==> config.mk <==
export PLATFORM = sky130hd
export DESIGN_NAME = c3ks_job_fifo
export DESIGN_NICKNAME = d
export VERILOG_FILES = /design/src/hw/rtl/c3ks_pkg.sv /design/src/hw/rtl/c3ks_job_fifo.sv
export SDC_FILE = /design/constraint.sdc
export NUM_CORES = 1
export LEC_CHECK = 0
export ABC_AREA = 0
export BUFFER_PORTS_ARGS = -buffer_cell sky130_fd_sc_hd__buf_4
export CAP_MARGIN = 15
export CORE_ASPECT_RATIO = 1.75
export CORE_MARGIN = 3
export CORE_UTILIZATION = 40
export DETAILED_ROUTE_END_ITERATION = 8
export REMOVE_ABC_BUFFERS = 1
export SYNTH_ARGS = -nofsm -noshare
export SYNTH_HDL_FRONTEND = slang
export SYNTH_SLANG_ARGS = --single-unit
==> constraint.sdc <==
create_clock -name clk_i -period 8.4 [get_ports clk_i]
set_clock_uncertainty 0.15 [all_clocks]
set_input_delay 0.84 -clock clk_i [delete_from_list [all_inputs] [get_ports clk_i]]
set_output_delay 0.84 -clock clk_i [all_outputs]
set_load 0.05 [all_outputs]
==> src/hw/rtl/c3ks_pkg.sv <==
`default_nettype none
package c3ks_pkg;

  localparam int KSIZE  = 3;
  localparam int KTAPS  = 9;
  localparam int PIX_W  = 8;
  localparam int COEF_W = 16;
  localparam int CFG_W  = 48;
  localparam int WID_W  = 12;
  localparam int HGT_W  = 16;
  localparam int PROD_W = 25;
  localparam int ACC_W  = 28;
  localparam int KS_W   = 20;

  localparam logic [2:0] CFG_COEF_TOP = 3'd0;
  localparam logic [2:0] CFG_COEF_MID = 3'd1;
  localparam logic [2:0] CFG_COEF_BOT = 3'd2;
  localparam logic [2:0] CFG_WIDTH    = 3'd3;
  localparam logic [2:0] CFG_HEIGHT   = 3'd4;

  localparam logic [CFG_W-1:0] RST_COEF_TOP = 48'd4295098369;
  localparam logic [CFG_W-1:0] RST_COEF_MID = 48'd8590196738;
  localparam logic [CFG_W-1:0] RST_COEF_BOT = 48'd4295098369;
  localparam logic [WID_W-1:0] RST_WIDTH    = 12'd640;
  localparam logic [HGT_W-1:0] RST_HEIGHT   = 16'd480;

  // one window: nine masked pixels (row-major, top-left first) and output selects
  typedef struct packed {
    logic [KTAPS-1:0][PIX_W-1:0] pix;
    logic [1:0]                  rows_on;
    logic [1:0]                  cols_on;
  } job_t;

  typedef enum logic {
    F_IDLE,
    F_READ
  } front_state_e;

  typedef enum logic [2:0] {
    B_IDLE,
    B_MAC,
    B_CHK,
    B_DIV,
    B_OUT
  } back_state_e;

endpackage
`default_nettype wire

==> src/hw/rtl/c3ks_job_fifo.sv <==
`default_nettype none
module c3ks_job_fifo (
  input  wire logic           clk_i,
  input  wire logic           rst_ni,
  input  wire logic           wr_i,
  input  c3ks_pkg::job_t      wdata_i,
  output logic                full_o,
  input  wire logic           rd_i,
  output c3ks_pkg::job_t      rdata_o,
  output logic                valid_o
);
  import c3ks_pkg::*;

  job_t       mem_q [2];
  logic       wp_q, rp_q;
  logic [1:0] cnt_q;

  assign full_o  = cnt_q == 2'd2;
  assign valid_o = cnt_q != 2'd0;
  assign rdata_o = mem_q[rp_q];

  always_ff @(posedge clk_i or negedge rst_ni) begin
    if (!rst_ni) begin
      wp_q  <= 1'b0;
      rp_q  <= 1'b0;
      cnt_q <= '0;
    end else begin
      if (wr_i) wp_q <= ~wp_q;
      if (rd_i) rp_q <= ~rp_q;
      cnt_q <= cnt_q + 2'(wr_i) - 2'(rd_i);
    end
  end

  always_ff @(posedge clk_i) begin
    if (wr_i) begin
      mem_q[wp_q] <= wdata_i;
    end
  end

endmodule
`default_nettype wire

# After elaboration in Yosys (flattened, before gate mapping)
# Memories as Yosys holds them, arrays and structs flattened.
# Index checks and enable logic that the tools add are counted.
[word_totals]
ram_bits = 152
out_inout_bits = 78
regBits = 4
memories = 1
inputBits = 80
[mem_list]
columns = ["name", "depth", "width", "rd", "rd_ports_with_merged_regs", "write_ports", "line", "source"]
rows = [
  ["mem_q", 2, 76, 1, 0, 1, "c3ks_job_fifo.sv:14", "job_t mem_q [2];"],
]
[op_classes]
bitwise = 2
n_eq_ne = 1
n_mux = 2
n_addsub = 2
n_reduce_logical = 1
[op_table]
columns = ["operator", "n"]
rows = [
  ["$add 2x1->2", 1],
  ["$eq 2x2->1 const B", 1],
  ["$mux 1", 2],
  ["$not 1->1", 2],
  ["$reduce_bool 2->1", 1],
  ["$sub 2x1->2", 1],
]

# Longest topological paths before layout
[logic_depth]
word_depth = 2
ltp_mapped = 5
mapped_depth_nobuf = 5

# Worst setup path before layout
# OpenSTA, ideal clock, no wires.
[synth_timing]
path_type = "input-to-reg"
from = "in wr_i"
to = "mem mem_q[0][0] in the netlist's numbering, enable pin"
slack_ns = 3.563
arrival_time_ns = 4.167
cell_stages = 1
t_required_ns = 7.730
n_path_buf = 0
path_cell_list = "nor2b_1"
[synth_between]
elab_chain_len = 2
[synth_rtl]
columns = ["item", "line", "source"]
rows = [
  ["start: declaration", "c3ks_job_fifo.sv:5", "input wire logic wr_i,"],
  ["$mux 1", "c3ks_job_fifo.sv:35", "if (wr_i) begin"],
  ["$mux 1 (implied by the code)", "c3ks_job_fifo.sv:36", "mem_q[wp_q] <= wdata_i;"],
  ["end: declaration", "c3ks_job_fifo.sv:14", ""],
]
# Every way passes these cells.

==> reports/metrics.yaml <==
rsz0062_at_grt: "false"
post-route-period-util: 0.410
hold_class: "in2async"
cts-resized-gates: 0
rows: 57
dp.final_hpwl_um: 7320
synth_cell_types: 13
setup_ws_ps: 4950
grt_remaining_overflow: 0
coreArea_um2: 14000
drt-initial-drc-count: 103
status: "finished, final reports clean"
clk_pin_slew_ps: 60
syn2layout_area_growth_pct: 33.0
htree_num_levels: 4
layout_min_cycle_time_ps: 3450
cts_inserted_buffers: 17
tightest_slew_ps: 1090
fin_setup_tns_ps: 0
p_leak_uw: 0.00299
ant_nets: 0
vias: 2846
final_cells: 611
cts_root_buf: "clkbuf_16"
cp.required_ps: 7410
fin_nets: 503
clkSinkCount: 156
grt_use_total: 0.137
ios: 158
cts_max_path_buffers: 2
critPathArrivalTime_ps: 2460
synth_seq_cells: 156
antenna-diode-count: 0
port_buffers: 157
grt_pass1_vias: 3144
dieArea_um2: 16100
final_util: 0.550
netlist_instances: 252
drc: 0
setup_viol: 0
cts_tree: "built"
start_util: 0.413
insertion_delay_ps: 400
grt_pass1_wl_um: 16300
finalPower_uw: 3100
grt_antenna_before_repair: 0
startpoint_type: "register"
die_w_um: 97.1
fmax_mhz: 290
gp_congestion: 0.736
worstSetupEndpointType: "output port"
wl_per_cell_um: 17.9
maxCapViolCount: 0
postCtsSetupBuffers: 0
finalHoldViolCount: 0
netlist_area_um2: 5810
cts-hold-fix-buffers: 0
ir_drop_mv: 0.224
critical_path_class: "reg2out"
synth_warnings: 0
dpl.cell_count: 579
avgSynthCellArea_um2: 23.0
wl_um: 10900
firstDrtPassIters: 4
drt-vias-per-instance: 4.66
relSlewSlack: 0.276
ys_seq_area_frac: 0.803
preCtsSetupSlack_ps: 5340
crit_path_max_fanout: 43
slew_violations: 0
p_per_area_nw_per_um2: 401
grt_max_degree: 77
drive_above_1_share: 0.622
die_h_um: 165
## state kept, by name (all words and copies together), names as in the netlist
name / count
rp_q: 1
cnt_q: 2
mem_q: 152
wp_q: 1
## cell type report
| cell class | instances | area [um^2] |
|---|---|---|
| clock buffers | 17 | 425 |
| clock inverters | 15 | 139 |
| fillers | 1132 | 6320 |
| inverters | 2 | 7.51 |
| multi-input cells | 85 | 1070 |
| flip-flops and latches | 156 | 4670 |
| well taps | 177 | 221 |
| repair buffers | 159 | 1190 |
## Yosys cell counts, drive strengths merged
master | number | share of area
and2 | 1 | 0.0011
or2 | 1 | 0.0011
xor3 | 1 | 0.0041
ha | 2 | 0.0043
nor2b | 2 | 0.0022
inv | 2 | 0.0013
xor2 | 2 | 0.0030
mux2 | 76 | 0.17
dfrtp | 4 | 0.017
edfxtp | 152 | 0.79
buf | 9 | 0.013
## placed cells by master (no fill, tap or decap)
cell / Yosys / routed
buf_4: 0 / 159
edfxtp_1: 152 / 152
mux2_2: 46 / 46
mux2_4: 30 / 30
clkbuf_16: 0 / 17
clkinvlp_4: 0 / 5
inv_6: 0 / 3
dfrtp_1: 4 / 3
inv_1: 2 / 2
xor2_1: 2 / 2
ha_1: 2 / 2
clkinv_2: 0 / 2
inv_8: 0 / 2
xor3_1: 1 / 1
or2_2: 1 / 1
and2_4: 0 / 1
nor2b_1: 2 / 1
nor2b_4: 0 / 1
clkinv_1: 0 / 1
clkinv_4: 0 / 1
bufinv_16: 0 / 1
dfrtp_4: 0 / 1
## layer usage
layer | share of wire | GRT usage
met5 | 0 | 0
met2 | 0.59 | 0.263
met3 | 0.053 | 0.0416
met1 | 0.33 | 0.129
met4 | 0.023 | 0.0690
## kinds of logic (layout without fill, tap and decap cells)
family                   count (synthesis)  after routing  share of synthesized area
flip-flops                             156            156                      0.803
multiplexers                            76             76                      0.167
buffers and inverters                   11            193                     0.0144
AND/OR/NAND/NOR                          4              4                    0.00431
XOR/XNOR                                 3              3                    0.00711
adder cells (fa/ha/maj)                  2              2                    0.00431
## worst paths after layout
| kind | cells past startpoint | slack, ps | start | to |
|---|---|---|---|---|
| worst max-delay path | 3 | 4950 | rp_q | rdata_o[21] |
| worst min-delay path | 1 | 70 | rst_ni | cnt_q[1] |
| worst max register to register | 2 | 6300 | wp_q | mem_q[0][0] |
| worst min register to register | 1 | 420 | wp_q | wp_q |
| max in group asynchronous | 1 | 7920 | rst_ni | rp_q |
| min in group clk_i | 1 | 420 | wp_q | wp_q |
## power breakdown
group	switching (uW)	internal [uW]	leakage, uW
Sequential	73.2	1040	0.00147
Combinational	823	446	0.00126
Clock	302	412	0.000264
Total	1200	1900	0.00299
## critical path, stage by stage, from the launching register on
cell,delay (ps)
dfrtp_4,760
buf_4,650
mux2_2,410
buf_4,190
## per-stage QoR
step,area (um^2),hold WS [ps]
6_report,7720,65.3
5_1_grt,7720,43.9
4_1_cts,7720,44.6
3_5_place_dp,7160,420
3_3_place_gp,7160,379
2_1_floorplan,5730,305
Power figures use the tool's default switching activity.
