`config.mk`:
```
export PLATFORM = sky130hd
export DESIGN_NAME = c3ks_back
export DESIGN_NICKNAME = d
export VERILOG_FILES = /design/src/hw/rtl/c3ks_pkg.sv /design/src/hw/rtl/c3ks_back.sv
export SDC_FILE = /design/constraint.sdc
export NUM_CORES = 1
export LEC_CHECK = 0
export BUFFER_PORTS_ARGS = -buffer_cell sky130_fd_sc_hd__buf_2
export CAP_MARGIN = 5
export CORE_MARGIN = 2
export CORE_UTILIZATION = 35
export CTS_CLUSTER_SIZE = 40
export DETAILED_ROUTE_END_ITERATION = 8
export GPL_TIMING_DRIVEN = 0
export SLEW_MARGIN = 20
export SYNTH_ARGS = -nofsm -noshare
export SYNTH_HDL_FRONTEND = slang
export SYNTH_SLANG_ARGS = --single-unit
```
`constraint.sdc`:
```
create_clock -name clk_i -period 20 [get_ports clk_i]
set_clock_uncertainty 0.15 [all_clocks]
set_input_delay 3 -clock clk_i [delete_from_list [all_inputs] [get_ports clk_i]]
set_output_delay 3 -clock clk_i [all_outputs]
set_load 0.01 [all_outputs]
```
`src/hw/rtl/c3ks_pkg.sv`:
```
`default_nettype none
package c3ks_pkg;

  localparam int KSIZE  = 3;
  localparam int KTAPS  = 9;
  localparam int PIX_W  = 8;
  localparam int COEF_W = 16;
  localparam int CFG_W  = 48;
  localparam int WID_W  = 12;
  localparam int HGT_W  = 16;
  localparam int PROD_W = 25;
  localparam int ACC_W  = 28;
  localparam int KS_W   = 20;

  localparam logic [2:0] CFG_COEF_TOP = 3'd0;
  localparam logic [2:0] CFG_COEF_MID = 3'd1;
  localparam logic [2:0] CFG_COEF_BOT = 3'd2;
  localparam logic [2:0] CFG_WIDTH    = 3'd3;
  localparam logic [2:0] CFG_HEIGHT   = 3'd4;

  localparam logic [CFG_W-1:0] RST_COEF_TOP = 48'd4295098369;
  localparam logic [CFG_W-1:0] RST_COEF_MID = 48'd8590196738;
  localparam logic [CFG_W-1:0] RST_COEF_BOT = 48'd4295098369;
  localparam logic [WID_W-1:0] RST_WIDTH    = 12'd640;
  localparam logic [HGT_W-1:0] RST_HEIGHT   = 16'd480;

  // one window: nine masked pixels (row-major, top-left first) and output selects
  typedef struct packed {
    logic [KTAPS-1:0][PIX_W-1:0] pix;
    logic [1:0]                  rows_on;
    logic [1:0]                  cols_on;
  } job_t;

  typedef enum logic {
    F_IDLE,
    F_READ
  } front_state_e;

  typedef enum logic [2:0] {
    B_IDLE,
    B_MAC,
    B_CHK,
    B_DIV,
    B_OUT
  } back_state_e;

endpackage
`default_nettype wire

```
`src/hw/rtl/c3ks_back.sv`:
```
`default_nettype none
module c3ks_back (
  input  wire logic        clk_i,
  input  wire logic        rst_ni,
  input  wire logic [47:0] coef_top_i,
  input  wire logic [47:0] coef_mid_i,
  input  wire logic [47:0] coef_bot_i,
  input  wire logic        job_valid_i,
  input  c3ks_pkg::job_t   job_i,
  output logic             job_pop_o,
  output logic             out_valid_o,
  input  wire logic        out_pop_i,
  output logic [7:0]       pixel_o,
  output logic             zero_sum_o,
  output logic             clipped_o,
  output logic             last_o,
  output logic             frame_end_o
);
  import c3ks_pkg::*;

  back_state_e st_q, st_d;
  job_t        job_q;
  logic [1:0]  p_q, m_q, n_q;
  logic [3:0]  s_q;
  logic signed [PROD_W-1:0] prod_q, prod_d;
  logic signed [ACC_W-1:0]  acc_q;
  logic signed [KS_W-1:0]   ks_q;
  logic [ACC_W-1:0] rem_q, dsr_q, abs_a, abs_k, rem_sub;
  logic [7:0]  quo_q, quo_d;
  logic [2:0]  bc_q;
  logic [7:0]  px_q;
  logic        zs_q, cl_q;
  logic [3:0]  en_job, en_in;
  logic [1:0]  first_p, next_p;
  logic        any_in, has_next;
  logic [47:0] row_coefs;
  logic signed [COEF_W-1:0] coef;
  logic [1:0]  rr, cc;
  logic [3:0]  pidx;
  logic signed [8:0] pixs;
  logic        neg, out_free, load_out;

  function automatic logic [3:0] enables(input logic [1:0] rows, input logic [1:0] cols);
    logic [3:0] e;
    for (int i = 0; i < 4; i++) e[i] = rows[i/2] & cols[i%2];
    return e;
  endfunction

  assign en_in  = enables(job_i.rows_on, job_i.cols_on);
  assign en_job = enables(job_q.rows_on, job_q.cols_on);
  assign any_in = |en_in;

  always_comb begin
    first_p  = 2'd0;
    next_p   = 2'd0;
    has_next = 1'b0;
    for (int i = 3; i >= 0; i--) begin
      if (en_in[i]) first_p = 2'(i);
      if (en_job[i] && 2'(i) > p_q) begin
        next_p   = 2'(i);
        has_next = 1'b1;
      end
    end
  end

  always_comb begin
    case (m_q)
      2'd0:    row_coefs = coef_top_i;
      2'd1:    row_coefs = coef_mid_i;
      default: row_coefs = coef_bot_i;
    endcase
  end

  assign coef   = row_coefs[16*n_q +: 16];
  assign rr     = p_q[1] + m_q;
  assign cc     = p_q[0] + n_q;
  assign pidx   = {2'b0, rr} * 4'd3 + {2'b0, cc};
  assign pixs   = (rr != 2'd3 && cc != 2'd3) ? {1'b0, job_q.pix[pidx]} : 9'sd0;
  assign prod_d = coef * pixs;

  assign abs_a   = acc_q[ACC_W-1] ? ACC_W'(-acc_q) : ACC_W'(acc_q);
  assign abs_k   = ks_q[KS_W-1] ? ACC_W'(-ks_q) : ACC_W'(ks_q);
  assign neg     = acc_q[ACC_W-1] ^ ks_q[KS_W-1];
  assign rem_sub = rem_q - dsr_q;
  always_comb begin
    quo_d = quo_q;
    quo_d[bc_q] = rem_q >= dsr_q;
  end

  assign out_free = !out_valid_o || out_pop_i;

  always_comb begin
    st_d = st_q;
    case (st_q)
      B_IDLE:  if (job_valid_i && any_in) st_d = B_MAC;
      B_MAC:   if (s_q == 4'd9) st_d = B_CHK;
      B_CHK: begin
        if (ks_q == '0 || neg || abs_a >= (abs_k << 8)) st_d = B_OUT;
        else st_d = B_DIV;
      end
      B_DIV:   if (bc_q == 3'd0) st_d = B_OUT;
      B_OUT:   if (out_free) st_d = has_next ? B_MAC : B_IDLE;
      default: st_d = B_IDLE;
    endcase
  end

  always_comb begin
    job_pop_o = 1'b0;
    load_out  = 1'b0;
    case (st_q)
      B_IDLE:  job_pop_o = job_valid_i;
      B_OUT:   load_out  = out_free;
      default: load_out  = 1'b0;
    endcase
  end

  always_ff @(posedge clk_i or negedge rst_ni) begin
    if (!rst_ni) begin
      st_q        <= B_IDLE;
      out_valid_o <= 1'b0;
    end else begin
      st_q <= st_d;
      if (load_out) out_valid_o <= 1'b1;
      else if (out_pop_i) out_valid_o <= 1'b0;
    end
  end

  always_ff @(posedge clk_i) begin
    case (st_q)
      B_IDLE: begin
        job_q <= job_i;
        p_q   <= first_p;
        s_q   <= '0;
        m_q   <= '0;
        n_q   <= '0;
        acc_q <= '0;
        ks_q  <= '0;
      end
      B_MAC: begin
        if (s_q != 4'd9) begin
          prod_q <= prod_d;
          ks_q   <= ks_q + KS_W'(coef);
          if (n_q == 2'd2) begin
            n_q <= '0;
            m_q <= m_q + 2'd1;
          end else begin
            n_q <= n_q + 2'd1;
          end
        end
        if (s_q != 4'd0) acc_q <= acc_q + ACC_W'(prod_q);
        s_q <= s_q + 4'd1;
      end
      B_CHK: begin
        zs_q  <= ks_q == '0;
        px_q  <= '0;
        cl_q  <= 1'b0;
        rem_q <= abs_a;
        dsr_q <= abs_k << 7;
        bc_q  <= 3'd7;
        quo_q <= '0;
        if (ks_q != '0) begin
          if (neg) begin
            cl_q <= abs_a >= abs_k;
          end else if (abs_a >= (abs_k << 8)) begin
            px_q <= 8'd255;
            cl_q <= 1'b1;
          end
        end
      end
      B_DIV: begin
        if (rem_q >= dsr_q) rem_q <= rem_sub;
        quo_q <= quo_d;
        dsr_q <= dsr_q >> 1;
        bc_q  <= bc_q - 3'd1;
        if (bc_q == 3'd0) px_q <= quo_d;
      end
      B_OUT: begin
        if (out_free) begin
          p_q   <= next_p;
          s_q   <= '0;
          m_q   <= '0;
          n_q   <= '0;
          acc_q <= '0;
          ks_q  <= '0;
        end
      end
      default: begin
        s_q <= '0;
      end
    endcase
    if (load_out) begin
      pixel_o     <= px_q;
      zero_sum_o  <= zs_q;
      clipped_o   <= cl_q;
      last_o      <= !has_next;
      frame_end_o <= p_q == 2'd3;
    end
  end

endmodule
`default_nettype wire

```
Word-level counts from Yosys, hierarchy flattened
Index checks and enable logic that the tools add are counted.
Widths: inputs -> output; s select.
{ "totals": {"inputBits": 224, "romBits": 0, "latchBits": 0, "word_cells": 180, "output_inout_bits": 14, "ramBits": 0, "register_bits": 252, "mem_count": 0} }
{ "op_classes": {"shift": 1, "add_sub_neg": 12, "magnitude_cmp": 10, "mux": 61, "n_mul": 2, "n_bitwise": 10, "n_reduce_logical": 33, "eq_ne": 19, "div": 0} }
{ "ops": {"columns": ["op", "count"], "rows": [
  ["$mux 28", 5],
  ["$pmux 28 s2", 2],
  ["$pmux 48 s2", 1],
  ["$ge 28x28->1", 3],
  ["$pmux 28 s3", 1],
  ["$pmux 20 s3", 1],
  ["$mux 8", 6],
  ["$shiftx 48x7->16", 1],
  ["$mux 20", 2],
  ["$bmux 8 s4", 1],
  ["$pmux 8 s2", 2],
  ["$add 28x25->28", 1],
  ["$mux 2", 14],
  ["$neg 20->28", 1],
  ["$neg 28->28", 1],
  ["$sub 28x28->28", 1],
  ["$mul 16x9->25", 1],
  ["$add 20x16->20", 1],
  ["$logic_not 20->1", 1],
  ["$ne 2x2->1 const B", 10],
  ["$reduce_bool 20->1", 1],
  ["$mux 3", 5],
  ["$pmux 3 s5", 1],
  ["$mux 1", 12],
  ["41 further kinds", 73]
]} }

Logic depth before layout (Yosys ltp)
{ "depth": {"ltp_word": 9, "ltp_mapped": 32, "ltp_nobuf": 30} }

Worst setup path after synthesis
OpenSTA, ideal clock, no wires.
{ "synth_path": {"kind": "register -> output", "start": "reg st_q[0]", "end": "out job_pop_o", "t_required_ns": 16.850, "t_arrival_ns": 6.503, "path_buffers": 2, "stages_incl_launch_ff": 5, "slack_ns": 10.347, "cell_sequence": "dfrtp_1 > clkbuf_1 > clkbuf_1 > nor3_1 > and2_1"} }
{ "synth_via": {"elab_chain_cells": 2} }
{ "synth_rtl": {"columns": ["item", "line_no", "text"], "rows": [
  ["start, declared", "c3ks_back.sv:21", "back_state_e st_q, st_d;"],
  ["start signal, assigned", "c3ks_back.sv:122", "st_q <= st_d;"],
  ["$logic_not 3->1", "c3ks_back.sv:110", "case (st_q)"],
  ["$mux 1", "c3ks_back.sv:110", null],
  ["end, declared", "c3ks_back.sv:10", "output logic job_pop_o,"]
]} }
Every way passes these cells.

Worst setup path in the final report
{ "layout_path": {"start": "reg p_q[1]", "end": "reg prod_q[23], data pin"} }
{ "layout_via": {"elab_chain_cells": 7, "word_cells_on_any_way": 9, "cone_classes": "add/sub: 2; mul: 2; eq/ne: 1; mux: 3; reduce/logical: 1"} }
{ "layout_rtl": {"columns": ["item", "line_no", "text"], "rows": [
  ["start, declared", "c3ks_back.sv:23", "logic [1:0] p_q, m_q, n_q;"],
  ["start signal, assigned", "c3ks_back.sv:132", "p_q <= first_p;"],
  ["start signal, assigned", "c3ks_back.sv:179", "p_q <= next_p;"],
  ["$add 1x2->2 (*)", "c3ks_back.sv:75", "assign rr = p_q[1] + m_q;"],
  ["$mul 2x2->4", "c3ks_back.sv:77", "assign pidx = {2'b0, rr} * 4'd3 + {2'b0, cc};"],
  ["$add 4x2->4", "c3ks_back.sv:77", null],
  ["$bmux 8 s4", "c3ks_back.sv:78", "assign pixs = (rr != 2'd3 && cc != 2'd3) ? {1'b0, job_q.pix[pidx]} : 9'sd0;"],
  ["$mux 8 (implied by the code)", "c3ks_back.sv:78", null],
  ["$mux 8 (*)", "c3ks_back.sv:78", null],
  ["$mul 16x9->25 (*)", "c3ks_back.sv:79", "assign prod_d = coef * pixs;"],
  ["named net prod_d[23]", "c3ks_back.sv:25", "logic signed [PROD_W-1:0] prod_q, prod_d;"],
  ["end signal, assigned", "c3ks_back.sv:141", "prod_q <= prod_d;"],
  ["end, declared", "c3ks_back.sv:25", null]
]} }
Mark *: on every way through the listed nets, which the timed path passes. The rest lies on a longest branch. The select of a mux whose other input is x is not followed.
A chain may end at the register's enable or synchronous reset.

==> results.yml <==
synthesis:
  synth.distinct_cells: 79
  async_reset_ff_share_pct: 1.59
  synthTopCellsByCount: "248 x edfxtp_1, 237 x inv_1, 217 x nor2_1"
  syn_avg_cell_area_um2: 10.1
  yosys.area.top_type: "edfxtp_1"
  synthFlopType: "edfxtp_1"
  synth_area_um2: 20700
  ys_warn_count: 0
  ys_seq_elements: 252
  synth.most_common_cell: "edfxtp_1"
  netlist_instances: 2054
  synth_top_area_share_pct: 36.0
  ys_seq_area_share_pct: 36.5
  synth_edf_count: 248
  synth_area_leaders: "edfxtp_1 36%, ha_1 11%, fa_1 10%"
global_route:
  grt.overflow.total: 0
  grt_pass1_wl_mm: 92.7
  antenna_found_initial: 1
  grt_max_degree: 33
  first_global_vias: 17000
  grt_util_all_layers_pct: 19.3
finish:
  areaGrowthSynthToFinish_pct: 16.7
  layout.nets: 2858
  fin_cells: 3139
  drive_above_1_share_pct: 14.9
  num-fill-cells: 5675
run_status:
  status: "finished clean"
clock_tree:
  clock-root-buffer: "clkbuf_16"
  cts.htree.levels: 1
  clock_sinks: 252
  cts_buffers: 29
  cts_setup_buffers: 0
  clkSlewWorstSetupHoldPaths_ns: 0.06
  clk_latency_ns: 0.58
  cts_resized: 0
  hold_buffers: 0
  clock_path_buffers: 3
  cts_tree: "done"
sta:
  rsz0062_at_grt: "no"
  tightestPinTransition_ns: 1.20
  final.setup.worst_slack_ns: 10.42
  hold_viol: 0
  fin_setup_tns_ns: 0
  finalCritPeriodShare_pct: 47.9
  slew_viol_final: 0
  max_freq_mhz: 104
  whs_ns: 0.270
  min_period_ns: 9.58
  maxSlewHeadroom_pct: 19.7
  setup_violations: 0
routing:
  vias_per_cell: 5.35
  dr.pass1.iters: 5
  wire_per_inst_um: 18.8
  drt_iter0_drc: 1345
  drc: 0
  ant_nets: 0
  route.vias.total: 16800
  wirelength_mm: 59.1
critical_path:
  crit_top_cell: "inv_1"
  cp_max_fo: 10
  path_class: "reg -> reg"
  slowest_stage: "nor4b_2"
  cp.required_ns: 20.15
  end_kind: "flip-flop"
  start_kind: "flip-flop"
  critPathMaxStageDelay_ns: 0.76
  cp.arrival_ns: 9.73
floorplanning:
  die_w_um: 247
  std_cell_rows: 89
  start_util_pct: 35.3
  die_y_um: 247
  ios: 238
  core-area_um2: 58700
  die_area_um2: 61100
place:
  io_buffers: 237
  place.gp.congestion: 0.924
  dpl.hpwl_mm: 48.1
  place_ws_ns: 10.31
  placedCellCount: 3082
run:
  maxCapViolations: 0
min_path:
  worstHoldPathType: "reg -> reg"
==> registers in the layout, indices dropped and copies added, names as in the netlist <==
signal,count
p_q,2
m_q,2
quo_q,8
st_q,3
clipped_o,1
zero_sum_o,1
acc_q,28
rem_q,28
frame_end_o,1
zs_q,1
bc_q,3
ks_q,20
last_o,1
s_q,4
pixel_o,8
prod_q,25
n_q,2
cl_q,1
px_q,8
job_q,76
out_valid_o,1
dsr_q,28
==> worst max-delay path: cells and delay by family, from the launching register on <==
family	cells	cell delay, ns
compound gates	8	2.10
buf+inv	8	1.24
flops	1	0.50
fa+ha+maj	9	3.48
xor+xnor	2	0.37
simple gates	4	1.45
==> cell families (layout without fill, tap and decap cells) <==
family                   count (synthesis)  in the layout  share of synthesized area (%)
AO/OA/AOI/OAI                          497            497                           16.2
adder cells (fa/ha/maj)                294            294                           21.7
flip-flops                             252            252                           36.5
other                                    2             12                         0.0363
AND/OR/NAND/NOR                        550            550                           12.3
buffers and inverters                  302            604                           5.50
multiplexers                            29             29                           2.42
XOR/XNOR                               128            128                           5.42
==> cell type report <==
type / count / area (µm²) / share of cell area (%)
Multi-Input combinational cell: 1507 / 12100 / 50.1
Sequential cell: 252 / 7550 / 31.3
Timing Repair Buffer: 248 / 1340 / 5.53
Tap cell: 773 / 967 / 4.01
Inverter: 237 / 890 / 3.68
Clock buffer: 31 / 733 / 3.04
Clock inverter: 23 / 330 / 1.37
Buffer: 65 / 249 / 1.03
Antenna cell: 3 / 7.51 / 0.0311
==> metal layers <==
layer | vias up | part of all wire, % | global-route usage [%]
li1 | 7904 | - | -
met1 | 8203 | 44 | 25.7
met2 | 560 | 47 | 32.8
met3 | 117 | 5.6 | 2.58
met4 | 0 | 3.2 | 5.69
met5 | - | 0 | 0
==> cells in the final DEF, fill, tap and decap left out, types with 33 or more instances in the layout <==
master and n:
nand3_1 36, a21oi_1 147, xor2_1 59, clkbuf_1 55, ha_1 187, a22o_1 33
a21o_1 59, nand2_1 130, edfxtp_1 248, nor2_1 216, xnor2_1 69, fa_1 107
nor3_1 34, buf_2 241, o21ai_0 59, inv_1 236
==> metrics by stage <==
stage / utilization, % / instance area [µm²]
floorplan: - / 20700
global placement: 39.0 / 22900
detailed placement: 39.3 / 23100
CTS: 41.1 / 24100
global route: 41.1 / 24100
finish: 41.1 / 24100
==> final timing paths <==
check / endpoint / startpoint / slack (ns) / cells past startpoint
min in group asynchronous: out_valid_o / rst_ni / 2.06 / 1
worst min-delay path: pixel_o[6] / px_q[6] / 0.27 / 0
worst max register to register: prod_q[23] / p_q[1] / 10.42 / 31
worst max-delay path: prod_q[23] / p_q[1] / 10.42 / 31
worst min register to register: pixel_o[6] / px_q[6] / 0.27 / 0
max in group asynchronous: st_q[2] / rst_ni / 17.51 / 1
Power is left out: the tool's default activity adds up to more than one toggle a clock period on the data nets, which glitch-free logic cannot reach.
